## src/rtl/imoc_pkg.sv

```systemverilog
package imoc_pkg;

   // input beat
   typedef struct packed {
      logic               kind;
      logic signed [15:0] accel_x;
      logic signed [15:0] accel_y;
      logic signed [15:0] accel_z;
   } req_type;

   // result beat
   typedef struct packed {
      logic [2:0]  orientation;
      logic        moving;
      logic        shaking;
      logic        tap;
      logic [15:0] magnitude;
   } rsp_type;

   localparam int unsigned SMOOTH_W = 24;
   localparam int unsigned CSR_W    = 16;
   localparam int unsigned CSR_IDX_W = 2;

   localparam logic [SMOOTH_W-1:0] SMOOTH_RESET = 24'd1048576;
   localparam logic [SMOOTH_W-1:0] SMOOTH_MAX   = 24'hFFFFFF;

   // request kinds
   localparam logic KIND_SAMPLE = 1'b0;
   localparam logic KIND_QUERY  = 1'b1;

   // register indexes
   localparam logic [CSR_IDX_W-1:0] CSR_SHAKE  = 2'd0;
   localparam logic [CSR_IDX_W-1:0] CSR_TAP    = 2'd1;
   localparam logic [CSR_IDX_W-1:0] CSR_MOTION = 2'd2;
   localparam logic [CSR_IDX_W-1:0] CSR_TILT   = 2'd3;

   localparam logic [15:0] SHAKE_RESET  = 16'd10240;
   localparam logic [15:0] TAP_RESET    = 16'd6144;
   localparam logic [15:0] MOTION_RESET = 16'd614;
   localparam logic [14:0] TILT_RESET   = 15'd3277;

   // orientation codes
   localparam logic [2:0] ORIENT_UP       = 3'd0;
   localparam logic [2:0] ORIENT_DOWN     = 3'd1;
   localparam logic [2:0] ORIENT_RIGHT    = 3'd2;
   localparam logic [2:0] ORIENT_LEFT     = 3'd3;
   localparam logic [2:0] ORIENT_UPRIGHT  = 3'd4;
   localparam logic [2:0] ORIENT_UPSIDE   = 3'd5;
   localparam logic [2:0] ORIENT_ANGLED   = 3'd6;

endpackage

```

## src/rtl/imu_motion_orientation_classifier.sv

```systemverilog
// Channel   Ports                          Direction  Beat
// -------   -----------------------------  ---------  -----------------------------------
// request   req_valid/req_ready/req_data   in         sample (x,y,z) or status query
// response  rsp_valid/rsp_ready/rsp_data   out        orientation, flags, magnitude
// csr       csr_we/csr_index/csr_wdata     in         threshold write, no wait, no readback
//
// A sample beat is worked by the calc engine: square/accumulate steps over x, y and z,
// a restoring square-root step for each root bit, then a reciprocal multiply and a
// correction for the divide by ten. A query beat skips the calc engine and goes straight
// to the commit state. req_ready is high only while idle.
// Synchronous active-high reset; thresholds and filter state return to defaults.
// The response register frees the sequencer; the next beat waits in the commit state
// while an earlier response is stalled by rsp_ready.
module imu_motion_orientation_classifier #(
   parameter int SAMPLE_BITS = 16
) (
   input  logic                                clock,
   input  logic                                reset,
   input  logic                                req_valid,
   output logic                                req_ready,
   input  imoc_pkg::req_type                   req_data,
   output logic                                rsp_valid,
   input  logic                                rsp_ready,
   output imoc_pkg::rsp_type                   rsp_data,
   input  logic                                csr_we,
   input  logic [imoc_pkg::CSR_IDX_W-1:0]      csr_index,
   input  logic [imoc_pkg::CSR_W-1:0]          csr_wdata
);

   // raw fields are 16 bits; the low SAMPLE_BITS of the zero-extended field are used
   localparam int RAW_W  = (SAMPLE_BITS > 16) ? SAMPLE_BITS : 16;
   localparam int CMP_W  = RAW_W + 1;
   localparam int MAGX_W = RAW_W;
   localparam int MW     = (SAMPLE_BITS + 8 > imoc_pkg::SMOOTH_W) ? SAMPLE_BITS + 8
                                                                 : imoc_pkg::SMOOTH_W;

   localparam logic [1:0] ST_IDLE = 2'd0;
   localparam logic [1:0] ST_RUN  = 2'd1;
   localparam logic [1:0] ST_DONE = 2'd2;

   logic [1:0] state_ff, state_in;

   // thresholds
   logic [15:0] shake_ff, tap_thr_ff, motion_ff;
   logic [14:0] tilt_ff;

   // classifier state
   logic [imoc_pkg::SMOOTH_W-1:0] smooth_ff, smooth_in;
   logic                          tap_ff, tap_in;
   logic [2:0]                    orient_ff, orient_in;
   logic                          moving_ff, moving_in;
   logic                          shaking_ff, shaking_in;
   logic [15:0]                   mag_ff, mag_in;

   imoc_pkg::req_type req_ff;
   imoc_pkg::rsp_type rsp_ff, rsp_in;
   logic              rsp_valid_ff, rsp_valid_in;

   logic req_fire;
   logic calc_start;
   logic calc_done;
   logic commit;

   logic [SAMPLE_BITS-1:0]        calc_mag;
   logic [imoc_pkg::SMOOTH_W-1:0] calc_smooth;

   logic [RAW_W-1:0]              raw_x, raw_y, raw_z;
   logic signed [SAMPLE_BITS-1:0] sx, sy, sz;
   logic signed [CMP_W-1:0]       ex, ey, ez, tilt_pos, tilt_neg;
   logic [2:0]                    orient_new;
   logic [MAGX_W-1:0]             magx;
   logic                          shake_new, tap_hit, moving_new;
   logic [15:0]                   mag_sat;
   logic [MW-1:0]                 mag_fx, old_w, diff;

   assign req_ready  = (state_ff == ST_IDLE);
   assign req_fire   = req_valid && req_ready;
   assign calc_start = req_fire && (req_data.kind == imoc_pkg::KIND_SAMPLE);
   assign commit     = (state_ff == ST_DONE) && (!rsp_valid_ff || rsp_ready);

   // sample extraction
   assign raw_x = RAW_W'($unsigned(req_ff.accel_x));
   assign raw_y = RAW_W'($unsigned(req_ff.accel_y));
   assign raw_z = RAW_W'($unsigned(req_ff.accel_z));
   assign sx = $signed(raw_x[SAMPLE_BITS-1:0]);
   assign sy = $signed(raw_y[SAMPLE_BITS-1:0]);
   assign sz = $signed(raw_z[SAMPLE_BITS-1:0]);

   imoc_calc #(
      .SAMPLE_BITS(SAMPLE_BITS)
   ) u_calc (
      .clock      (clock),
      .reset      (reset),
      .start      (calc_start),
      .sample_x   (sx),
      .sample_y   (sy),
      .sample_z   (sz),
      .smooth_old (smooth_ff),
      .done       (calc_done),
      .mag        (calc_mag),
      .smooth_next(calc_smooth)
   );

   // orientation: z first, then x, then y; equal to the threshold is not beyond it
   assign ex = CMP_W'(sx);
   assign ey = CMP_W'(sy);
   assign ez = CMP_W'(sz);
   assign tilt_pos = $signed(CMP_W'(tilt_ff));
   assign tilt_neg = -tilt_pos;

   always_comb begin
      if (ez > tilt_pos)       orient_new = imoc_pkg::ORIENT_UP;
      else if (ez < tilt_neg)  orient_new = imoc_pkg::ORIENT_DOWN;
      else if (ex > tilt_pos)  orient_new = imoc_pkg::ORIENT_RIGHT;
      else if (ex < tilt_neg)  orient_new = imoc_pkg::ORIENT_LEFT;
      else if (ey > tilt_pos)  orient_new = imoc_pkg::ORIENT_UPRIGHT;
      else if (ey < tilt_neg)  orient_new = imoc_pkg::ORIENT_UPSIDE;
      else                     orient_new = imoc_pkg::ORIENT_ANGLED;
   end

   // magnitude tests use the full root; output saturates at 16 bits
   assign magx      = MAGX_W'(calc_mag);
   assign shake_new = magx > MAGX_W'(shake_ff);
   assign tap_hit   = (magx > MAGX_W'(tap_thr_ff)) && !shake_new;
   assign mag_sat   = (magx > MAGX_W'(16'hFFFF)) ? 16'hFFFF : magx[15:0];

   // deviation from the smoothed magnitude, both with 8 fraction bits
   assign mag_fx     = MW'(calc_mag) << 8;
   assign old_w      = MW'(smooth_ff);
   assign diff       = (mag_fx > old_w) ? (mag_fx - old_w) : (old_w - mag_fx);
   assign moving_new = diff > (MW'(motion_ff) << 8);

   always_comb begin
      state_in     = state_ff;
      smooth_in    = smooth_ff;
      tap_in       = tap_ff;
      orient_in    = orient_ff;
      moving_in    = moving_ff;
      shaking_in   = shaking_ff;
      mag_in       = mag_ff;
      rsp_in       = rsp_ff;
      rsp_valid_in = rsp_valid_ff && !rsp_ready;
      case (state_ff)
         ST_IDLE: begin
            if (req_fire) begin
               state_in = (req_data.kind == imoc_pkg::KIND_SAMPLE) ? ST_RUN : ST_DONE;
            end
         end
         ST_RUN: begin
            if (calc_done) begin
               state_in = ST_DONE;
            end
         end
         ST_DONE: begin
            if (commit) begin
               rsp_valid_in = 1'b1;
               state_in     = ST_IDLE;
               if (req_ff.kind == imoc_pkg::KIND_QUERY) begin
                  // report the held flag, then clear it
                  rsp_in = '{orientation: orient_ff, moving: moving_ff,
                             shaking: shaking_ff, tap: tap_ff, magnitude: mag_ff};
                  tap_in = 1'b0;
               end else begin
                  smooth_in  = calc_smooth;
                  tap_in     = tap_ff || tap_hit;
                  orient_in  = orient_new;
                  moving_in  = moving_new;
                  shaking_in = shake_new;
                  mag_in     = mag_sat;
                  rsp_in = '{orientation: orient_new, moving: moving_new,
                             shaking: shake_new, tap: tap_ff || tap_hit,
                             magnitude: mag_sat};
               end
            end
         end
         default: begin
            state_in = ST_IDLE;
         end
      endcase
   end

   always_ff @(posedge clock) begin
      if (reset) begin
         state_ff     <= ST_IDLE;
         rsp_valid_ff <= 1'b0;
         smooth_ff    <= imoc_pkg::SMOOTH_RESET;
         tap_ff       <= 1'b0;
         orient_ff    <= imoc_pkg::ORIENT_UP;
         moving_ff    <= 1'b0;
         shaking_ff   <= 1'b0;
         mag_ff       <= '0;
      end else begin
         state_ff     <= state_in;
         rsp_valid_ff <= rsp_valid_in;
         smooth_ff    <= smooth_in;
         tap_ff       <= tap_in;
         orient_ff    <= orient_in;
         moving_ff    <= moving_in;
         shaking_ff   <= shaking_in;
         mag_ff       <= mag_in;
      end
      if (req_fire) begin
         req_ff <= req_data;
      end
      rsp_ff <= rsp_in;
   end

   // threshold registers
   always_ff @(posedge clock) begin
      if (reset) begin
         shake_ff   <= imoc_pkg::SHAKE_RESET;
         tap_thr_ff <= imoc_pkg::TAP_RESET;
         motion_ff  <= imoc_pkg::MOTION_RESET;
         tilt_ff    <= imoc_pkg::TILT_RESET;
      end else if (csr_we) begin
         case (csr_index)
            imoc_pkg::CSR_SHAKE:  shake_ff   <= csr_wdata;
            imoc_pkg::CSR_TAP:    tap_thr_ff <= csr_wdata;
            imoc_pkg::CSR_MOTION: motion_ff  <= csr_wdata;
            imoc_pkg::CSR_TILT:   tilt_ff    <= csr_wdata[14:0];
            default: begin
            end
         endcase
      end
   end

   assign rsp_valid = rsp_valid_ff;
   assign rsp_data  = rsp_ff;

`ifndef SYNTHESIS
   a_busy_after_accept: assert property (@(posedge clock) disable iff (reset)
      req_valid && req_ready |=> !req_ready)
      else $error("request accepted while a beat is in flight");

   a_done_only_running: assert property (@(posedge clock) disable iff (reset)
      calc_done |-> state_ff == ST_RUN)
      else $error("calc engine finished outside a sample beat");

   a_rsp_from_commit: assert property (@(posedge clock) disable iff (reset)
      $rose(rsp_valid_ff) |-> $past(state_ff) == ST_DONE)
      else $error("response raised without a commit");

   a_hold_on_stall: assert property (@(posedge clock) disable iff (reset)
      state_ff == ST_DONE && rsp_valid_ff && !rsp_ready |=> state_ff == ST_DONE)
      else $error("commit overran a stalled response");
`endif

endmodule

```

## src/rtl/imoc_calc.sv

```systemverilog
module imoc_calc #(
   parameter int SAMPLE_BITS = 16
) (
   input  logic                                clock,
   input  logic                                reset,
   input  logic                                start,
   input  logic signed [SAMPLE_BITS-1:0]       sample_x,
   input  logic signed [SAMPLE_BITS-1:0]       sample_y,
   input  logic signed [SAMPLE_BITS-1:0]       sample_z,
   input  logic [imoc_pkg::SMOOTH_W-1:0]       smooth_old,
   output logic                                done,
   output logic [SAMPLE_BITS-1:0]              mag,
   output logic [imoc_pkg::SMOOTH_W-1:0]       smooth_next
);

   localparam int SUM_W  = 2 * SAMPLE_BITS;
   localparam int NUM_W  = ((SAMPLE_BITS + 8 > 28) ? SAMPLE_BITS + 8 : 28) + 1;
   localparam int DIV_W  = NUM_W + (NUM_W % 2);
   localparam int PROD_W = 2 * DIV_W;
   localparam int CNT_W  = $clog2(SAMPLE_BITS);

   // floor(2^DIV_W / 10); the product estimate is low by at most one
   localparam logic [DIV_W-1:0] RECIP = DIV_W'((64'd1 << DIV_W) / 64'd10);
   localparam logic [DIV_W-1:0] TEN   = DIV_W'(10);

   localparam logic [2:0] C_IDLE = 3'd0;
   localparam logic [2:0] C_SQ   = 3'd1;
   localparam logic [2:0] C_ROOT = 3'd2;
   localparam logic [2:0] C_PREP = 3'd3;
   localparam logic [2:0] C_DIV  = 3'd4;
   localparam logic [2:0] C_FIN  = 3'd5;

   logic [2:0]       state_ff, state_in;
   logic [CNT_W-1:0] cnt_ff, cnt_in;
   logic [SUM_W-1:0] prod_ff, prod_in;
   logic [SUM_W-1:0] n_ff, n_in;
   logic [SUM_W-1:0] root_ff, root_in;
   logic [SUM_W-1:0] bit_ff, bit_in;
   logic [DIV_W-1:0] num_ff, num_in;
   logic [DIV_W-1:0] quot_ff, quot_in;
   logic             done_ff, done_in;

   logic signed [SAMPLE_BITS-1:0] axis_sel;
   logic signed [SUM_W-1:0]       axis_sq;
   logic [SUM_W:0]                trial;
   logic [PROD_W-1:0]             recip_prod;
   logic [DIV_W-1:0]              quot_rem;

   always_comb begin
      case (cnt_ff[1:0])
         2'd0:    axis_sel = sample_x;
         2'd1:    axis_sel = sample_y;
         2'd2:    axis_sel = sample_z;
         default: axis_sel = '0;
      endcase
   end

   assign axis_sq = axis_sel * axis_sel;

   // one step of the restoring square root
   assign trial = {1'b0, root_ff} + {1'b0, bit_ff};

   // divide by ten: reciprocal multiply, then one correction step
   assign recip_prod = PROD_W'(num_ff) * PROD_W'(RECIP);
   assign quot_rem   = num_ff - (quot_ff << 3) - (quot_ff << 1);

   always_comb begin
      state_in = state_ff;
      cnt_in   = cnt_ff;
      prod_in  = prod_ff;
      n_in     = n_ff;
      root_in  = root_ff;
      bit_in   = bit_ff;
      num_in   = num_ff;
      quot_in  = quot_ff;
      done_in  = 1'b0;
      case (state_ff)
         C_IDLE: begin
            if (start) begin
               state_in = C_SQ;
               cnt_in   = '0;
            end
         end
         C_SQ: begin
            prod_in = axis_sq;
            n_in    = (cnt_ff == '0) ? '0 : n_ff + prod_ff;
            cnt_in  = cnt_ff + 1'b1;
            if (cnt_ff == CNT_W'(3)) begin
               state_in = C_ROOT;
               cnt_in   = '0;
               root_in  = '0;
               bit_in   = SUM_W'(1) << (SUM_W - 2);
            end
         end
         C_ROOT: begin
            if ({1'b0, n_ff} >= trial) begin
               n_in    = n_ff - trial[SUM_W-1:0];
               root_in = (root_ff >> 1) + bit_ff;
            end else begin
               root_in = root_ff >> 1;
            end
            bit_in = bit_ff >> 2;
            cnt_in = cnt_ff + 1'b1;
            if (cnt_ff == CNT_W'(SAMPLE_BITS - 1)) begin
               state_in = C_PREP;
               cnt_in   = '0;
            end
         end
         C_PREP: begin
            // 9*old + mag*256
            num_in = (DIV_W'(smooth_old) << 3) + DIV_W'(smooth_old)
                     + (DIV_W'(root_ff[SAMPLE_BITS-1:0]) << 8);
            state_in = C_DIV;
         end
         C_DIV: begin
            quot_in  = recip_prod[PROD_W-1 -: DIV_W];
            state_in = C_FIN;
         end
         C_FIN: begin
            num_in   = quot_ff + ((quot_rem >= TEN) ? DIV_W'(1) : DIV_W'(0));
            done_in  = 1'b1;
            state_in = C_IDLE;
         end
         default: begin
            state_in = C_IDLE;
         end
      endcase
   end

   always_ff @(posedge clock) begin
      if (reset) begin
         state_ff <= C_IDLE;
         cnt_ff   <= '0;
         done_ff  <= 1'b0;
      end else begin
         state_ff <= state_in;
         cnt_ff   <= cnt_in;
         done_ff  <= done_in;
      end
      prod_ff <= prod_in;
      n_ff    <= n_in;
      root_ff <= root_in;
      bit_ff  <= bit_in;
      num_ff  <= num_in;
      quot_ff <= quot_in;
   end

   assign done = done_ff;
   assign mag  = root_ff[SAMPLE_BITS-1:0];
   assign smooth_next = (num_ff > DIV_W'(imoc_pkg::SMOOTH_MAX)) ? imoc_pkg::SMOOTH_MAX
                                                               : num_ff[imoc_pkg::SMOOTH_W-1:0];

endmodule

```

## config.mk

```make
export PLATFORM = sky130hd
export DESIGN_NAME = imu_motion_orientation_classifier
export DESIGN_NICKNAME = d
export VERILOG_FILES = /design/src/rtl/imoc_pkg.sv /design/src/rtl/imu_motion_orientation_classifier.sv /design/src/rtl/imoc_calc.sv
export SDC_FILE = /design/constraint.sdc
export NUM_CORES = 2
export LEC_CHECK = 0
export ABC_CLOCK_PERIOD_IN_PS = 11200
export BUFFER_PORTS_ARGS = -buffer_cell sky130_fd_sc_hd__buf_4
export CORE_AREA = 10 10 379 270
export DETAILED_ROUTE_END_ITERATION = 7
export DIE_AREA = 0 0 389 280
export GPL_TIMING_DRIVEN = 0
export PLACE_DENSITY = 0.74
export SLEW_MARGIN = 20
export SYNTH_ARGS = -nofsm -noshare
export SYNTH_HDL_FRONTEND = slang
export SYNTH_HIERARCHICAL = 1
export SYNTH_SLANG_ARGS = --single-unit
```

## constraint.sdc

```tcl
create_clock -name clock -period 11.2 [get_ports clock]
set_clock_uncertainty 0.2 [all_clocks]
set_input_delay 0.56 -clock clock [delete_from_list [all_inputs] [get_ports clock]]
set_output_delay 0.56 -clock clock [all_outputs]
set_load 0.1 [all_outputs]
```

-- Yosys cells after proc, flatten, opt, wreduce, memory -nomap -nowiden
Index checks and enable logic that the tools add are counted.
- flip-flop bits (word level): 376
- input bits: 72
- output and inout bits: 24
- word-level logic and storage cells: 149
- add/sub/neg operators: 13
- $mul: 2
- $lt $le $gt $ge: 14
- eq/ne operators: 21
- multiplexer cells: 38
- bitwise logic cells: 2
- reduce and logical (&&, ||, !) cells: 29
- operator list (cell ; number):
    one-hot mux 32 bit (2 select lines) ; 3
    two-way mux 32 bit ; 5
    greater-than comparator 16 bit ; 5
    one-hot mux 30 bit (2 select lines) ; 1
    multiplier 30 x 26 -> 56 bit, second input constant ; 1
    less-than comparator 16 x 17 -> 1 bit ; 3
    greater-than comparator 24 bit ; 2
    two-way mux 24 bit ; 2
    one-hot mux 16 bit (3 select lines) ; 1
    subtractor 24 bit ; 2
    adder 32 x 32 -> 33 bit ; 1
    >= comparator 32 x 33 -> 1 bit ; 1
    adder 31 x 32 -> 32 bit ; 1
    adder 32 bit ; 1
    multiplier 16 x 16 -> 32 bit ; 1
    subtractor 32 bit ; 1
    adder 27 x 30 -> 30 bit ; 1
    adder 30 x 24 -> 30 bit ; 1
    >= comparator 30 x 4 -> 1 bit, second input constant ; 1
    greater-than comparator 30 x 24 -> 1 bit, second input constant ; 1
    subtractor 30 x 28 -> 30 bit ; 1
    subtractor 30 bit ; 1
    adder 27 x 24 -> 28 bit ; 1
    two-way mux 22 bit ; 1
    31 further kinds ; 80

-- Depth between registers and ports, before layout
- word-level depth: 9
- gate-level depth with buffers: 33
- depth with buffers taken out: 31

-- Cells and area by module
Netlist, hierarchy kept.
- modules (own cells, without submodules) (module ; times used ; cells an instance ; area an instance (µm²) ; seq. area each (µm²)):
    imoc_calc ; 1 ; 3799 ; 35801.8 ; 5144.9
    imu_motion_orientation_classifier ; 1 ; 1285 ; 11345.9 ; 4374.2

-- Worst setup path after synthesis
No wires, ideal clock.
- path kind: reg-to-reg
- start: reg u_calc.cnt_ff[1]
- end: reg u_calc.prod_ff[31] (data pin)
- library setup time: 0.263 ns
- data arrival time: 7.422 ns
- data required time: 10.737 ns
- path slack: 3.316 ns
- stages on the path, launching flop included: 29
- buffers on the path: 3
- period minus slack after synthesis: 7.884 ns
- cell sequence: dfxtp_1 > inv_1 > ha_1 > clkbuf_1 > clkbuf_1 > a22oi_1 > and2_1 > clkbuf_1 > or3_1 > fa_1 > inv_1 > fa_1 > fa_1 > fa_1 > fa_1 > inv_1 > fa_1 > inv_1 > ha_1 > nand4_1 > nor2_1 > nand3_1 > nor2_1 > a221o_1 > o311a_1 > o21a_1 > o21a_1 > o41ai_2 > xnor2_1
- word-level cells in the longest chain between the ends: 3
- elaborated cells between the ends (all ways): 5
- classes of those cells: 1 x mul; 2 x eq/ne; 1 x mux; 1 x reduce/logical
- RTL lines (element ; line ; RTL):
    start, declared ; imoc_calc.sv:34 ; logic [CNT_W-1:0] cnt_ff, cnt_in;
    start signal, assigned ; imoc_calc.sv:137 ; cnt_ff <= cnt_in;
    equality test 2 bit (tied with other cells) ; imoc_calc.sv:50 ; case (cnt_ff[1:0])
    one-hot mux 16 bit (3 select lines) (*) ; imoc_calc.sv:50 ;
    multiplier 16 x 16 -> 32 bit (*) ; imoc_calc.sv:58 ; assign axis_sq = axis_sel * axis_sel;
    via u_calc.axis_sq[31] ; imoc_calc.sv:44 ; logic signed [SUM_W-1:0] axis_sq;
    end signal, assigned ; imoc_calc.sv:140 ; prod_ff <= prod_in;
    end, declared ; imoc_calc.sv:35 ; logic [SUM_W-1:0] prod_ff, prod_in;
Mark *: on every way through the listed nets, which the timed path passes. The rest lies on a longest branch.
A chain may end at the register's enable or synchronous reset.

-- Worst setup path after layout
- start: reg u_calc.cnt_ff[0]
- end: reg u_calc.prod_ff[31] (data pin)
Same word-level chain as after synthesis.

==> flow_metrics.py <==
metrics = {
    "logic_synthesis": {
        "synth_top_area_share_pct": 23.0,
        "synth_fp_nets": 6368,
        "synth.avg_cell_area_um2": 9.27,
        "synth_area_leader_cell": "fa_1",
        "synth_compound_area_share_pct": 13.4,
        "synth-edff-count": 237,
        "synth_simple_gate_area_share_pct": 12.2,
        "synth_flop_cell": "edfxtp_1",
        "yosysWarnings": 6,
        "seq_area_frac_synth_pct": 20.2,
        "synth-xor-area-share_pct": 4.59,
        "synth_common_cells": "inv_1 (929), ha_1 (670), fa_1 (542), nand2_1 (477), a21oi_1 (323)",
        "ys_ff_latch": 357,
        "yosysMostFrequentCell": "inv_1",
        "synth_mux_area_share_pct": 0.372,
        "synth_top_family_by_area": "adder cells",
        "synth_cell_types": 100,
        "synth_area_leaders": "fa_1 (23%), ha_1 (18%), edfxtp_1 (15%), inv_1 (7.4%), dfxtp_1 (5.1%)",
        "async_flop_share_pct": 0,
        "syn_area_um2": 47100,
        "synth_fa_ha_area_share_pct": 40.8,
        "syn_inst": 5084,
    },
    "detailed_routing": {
        "drc": 0,
        "vias_per_cell": 5.79,
        "wl_per_cell_um": 21.4,
        "wirelength_um": 140000,
        "dr_total_vias": 38000,
        "drt_iter0_markers": 4229,
        "first_pass_iters": 7,
        "ant_nets": 0,
    },
    "timing": {
        "hold_violations": 0,
        "fin_crit_sh_pct": 89.9,
        "setup_viol": 0,
        "slew_violations": 0,
        "rsz0062_at_grt": "no",
        "max_slew.worst_pin.slew_ps": 1100,
        "tns_ps": 0,
        "fin_ws_ps": 1130,
        "slew-limit-headroom_pct": 26.6,
        "finalCriticalPeriod_ps": 10070,
        "max_freq_mhz": 99.3,
    },
    "die": {
        "die_y_um": 280,
        "die_w_um": 389,
        "core-area_um2": 95200,
        "initial_core_util_pct": 49.5,
        "ioPinCount": 96,
        "rows": 95,
        "dieArea_um2": 109000,
    },
    "worst_setup_path": {
        "crit_slowest_cell": "clkbuf_1",
        "cpMostUsedCell": "fa_1",
        "critPathKind": "reg -> reg",
        "critPathMaxStageDelay_ps": 650,
        "crit_fanout": 10,
        "r2r_start": "u_calc/cnt_ff[0]$_SDFFE_PP0P_",
        "r2r_cells": 29,
        "worstSetupStartpointType": "flop",
        "r2r_slack_ps": 1130,
        "crit_path_end_kind": "flop",
        "worstPathArrival_ps": 10200,
        "startpoint": "u_calc/cnt_ff[0]$_SDFFE_PP0P_",
        "worst_ep_required_time_ps": 11340,
    },
    "global_routing": {
        "grt_use_total_pct": 25.5,
        "grt_pass1_vias": 37300,
        "antenna_found_initial": 2,
        "grt-ovfl-total": 0,
        "grt_first_pass_wirelength_um": 217000,
        "grt_max_degree": 34,
    },
    "place": {
        "numPortBuffers": 95,
        "gp_congestion": 1.07,
        "dpl.hpwl_um": 118000,
        "pre_cts_ws_ps": 1730,
    },
    "final_layout": {
        "n_antenna_cell": 0,
        "nets": 6565,
        "layout-drive-gt1-share_pct": 5.54,
        "area_growth_pct": 9.02,
    },
    "worst_hold_path": {
        "hp-start": "csr_wdata[13]",
        "hold_depth": 2,
        "hold_class": "in -> reg",
    },
    "clock_network": {
        "cts_tree": "yes",
        "cts-root-buf": "clkbuf_16",
        "clock_sink_count": 357,
        "h-tree-depth": 2,
        "worstSkewPairLatency_ps": 600,
        "cts_buffers": 38,
        "clk_pin_slew_ps": 70,
        "cts_resized": 0,
        "cts_buffer_depth": 3,
    },
    "power_and_ir_drop": {
        "leakage_uw": 0.0240,
        "cellPowerDensity_nw_per_um2": 281,
        "ir_worst_vdd_v": 0.000838,
    },
    "job": {
        "max_cap_violations": 0,
    },
    "run_status": {
        "outcome": "complete, no violations",
    },
}
==> power breakdown <==
part           internal [uW]  total (uW)  leakage, uW  switching (uW)
Combinational           4420       11000       0.0203            6580
Sequential              2040        2120      0.00310            87.6
Clock                    709        1300     0.000601             587
==> path summary, 6_finish.rpt <==
kind                                                     end
worst max-delay path            u_calc/prod_ff[31]$_DFFE_PP_
worst min-delay path               shake_ff[13]$_SDFFE_PP1P_
worst max register to register  u_calc/prod_ff[31]$_DFFE_PP_
worst min register to register        mag_ff[8]$_SDFFE_PP0P_
==> per-stage QoR <==
| stage | total power [uW] | cell area (um2) | hold WS [ps] | utilization (%) | std cells |
|---|---|---|---|---|---|
| finish | 14400 | 51400 | 29.0 | 54.0 | 6570 |
| CTS | 14200 | 51400 | 8.90 | 54.0 | 6570 |
| floorplan | 10100 | 47100 | 233 | - | 5084 |
| detailed placement | 12800 | 49700 | 246 | 52.2 | 6454 |
| global placement | 12600 | 49400 | 240 | 51.9 | 6440 |
| global route | 15700 | 51400 | 9.03 | 54.0 | 6570 |
==> flip-flops by register name, summed over array words and instances (netlist names), 22 cells and up <==
name / flops
u_calc/quot_ff: 27
rsp_data: 22
u_calc/prod_ff: 31
old_w: 24
u_calc/num_ff: 28
u_calc/n_ff: 32
u_calc/root_ff: 32
==> repair_timing <==
| action | in CTS | in global routing |
|---|---|---|
| hold buffers | 48 | 0 |
| hold endpoints to repair | 48 | 0 |
| buffers inserted | 0 | 0 |
==> per-layer routing <==
| layer | global-route usage, % | up-vias | routed length, um |
|---|---|---|---|
| met5 | 0 | - | 13 |
| met4 | 2.71 | 2 | 1560 |
| met3 | 10.5 | 146 | 20500 |
| met2 | 33.6 | 1871 | 53100 |
| met1 | 39.0 | 18600 | 65200 |
| li1 | - | 17400 | - |
==> final cells by class <==
class,count,area [um2]
flip-flops and latches,357,9520
clock inverters,22,246
fillers,8523,43800
clock buffers,46,982
well taps,1261,1580
multi-input cells,3677,33700
inverters,933,3500
repair buffers,157,1390
plain buffers,117,507
==> logic make-up (layout without fill, tap and decap cells) <==
group | Yosys count | in the layout
buf+inv | 1050 | 1275
mux | 16 | 16
flops | 357 | 357
simple gates | 1219 | 1219
compound gates | 983 | 983
xor+xnor | 247 | 247
fa+ha+maj | 1212 | 1212
==> cell usage in the layout (no fill, tap or decap), types with 101 or more instances in the layout <==
cell type  synthesis  layout
buf_4             16     113
edfxtp_1         237     237
nand2_1          477     477
a21oi_1          323     322
dfxtp_1          120     120
inv_1            929     929
clkbuf_1          94     101
nor2_1           271     269
a21o_1           102     102
xnor2_1          157     157
o21ai_0          179     179
fa_1             542     542
ha_1             670     670
==> worst max-delay path: cells and delay by family (launching register included) <==
kind / cells / cell delay [ps]
adders and majority gates: 8 / 3680
and+or+nand+nor: 4 / 1200
AOI/OAI and AO/OA: 9 / 2370
xor gates and xnor gates: 1 / 140
DFF: 1 / 350
buffers and inverters: 7 / 1850
Note: power is estimated with default switching activity, not from simulation.
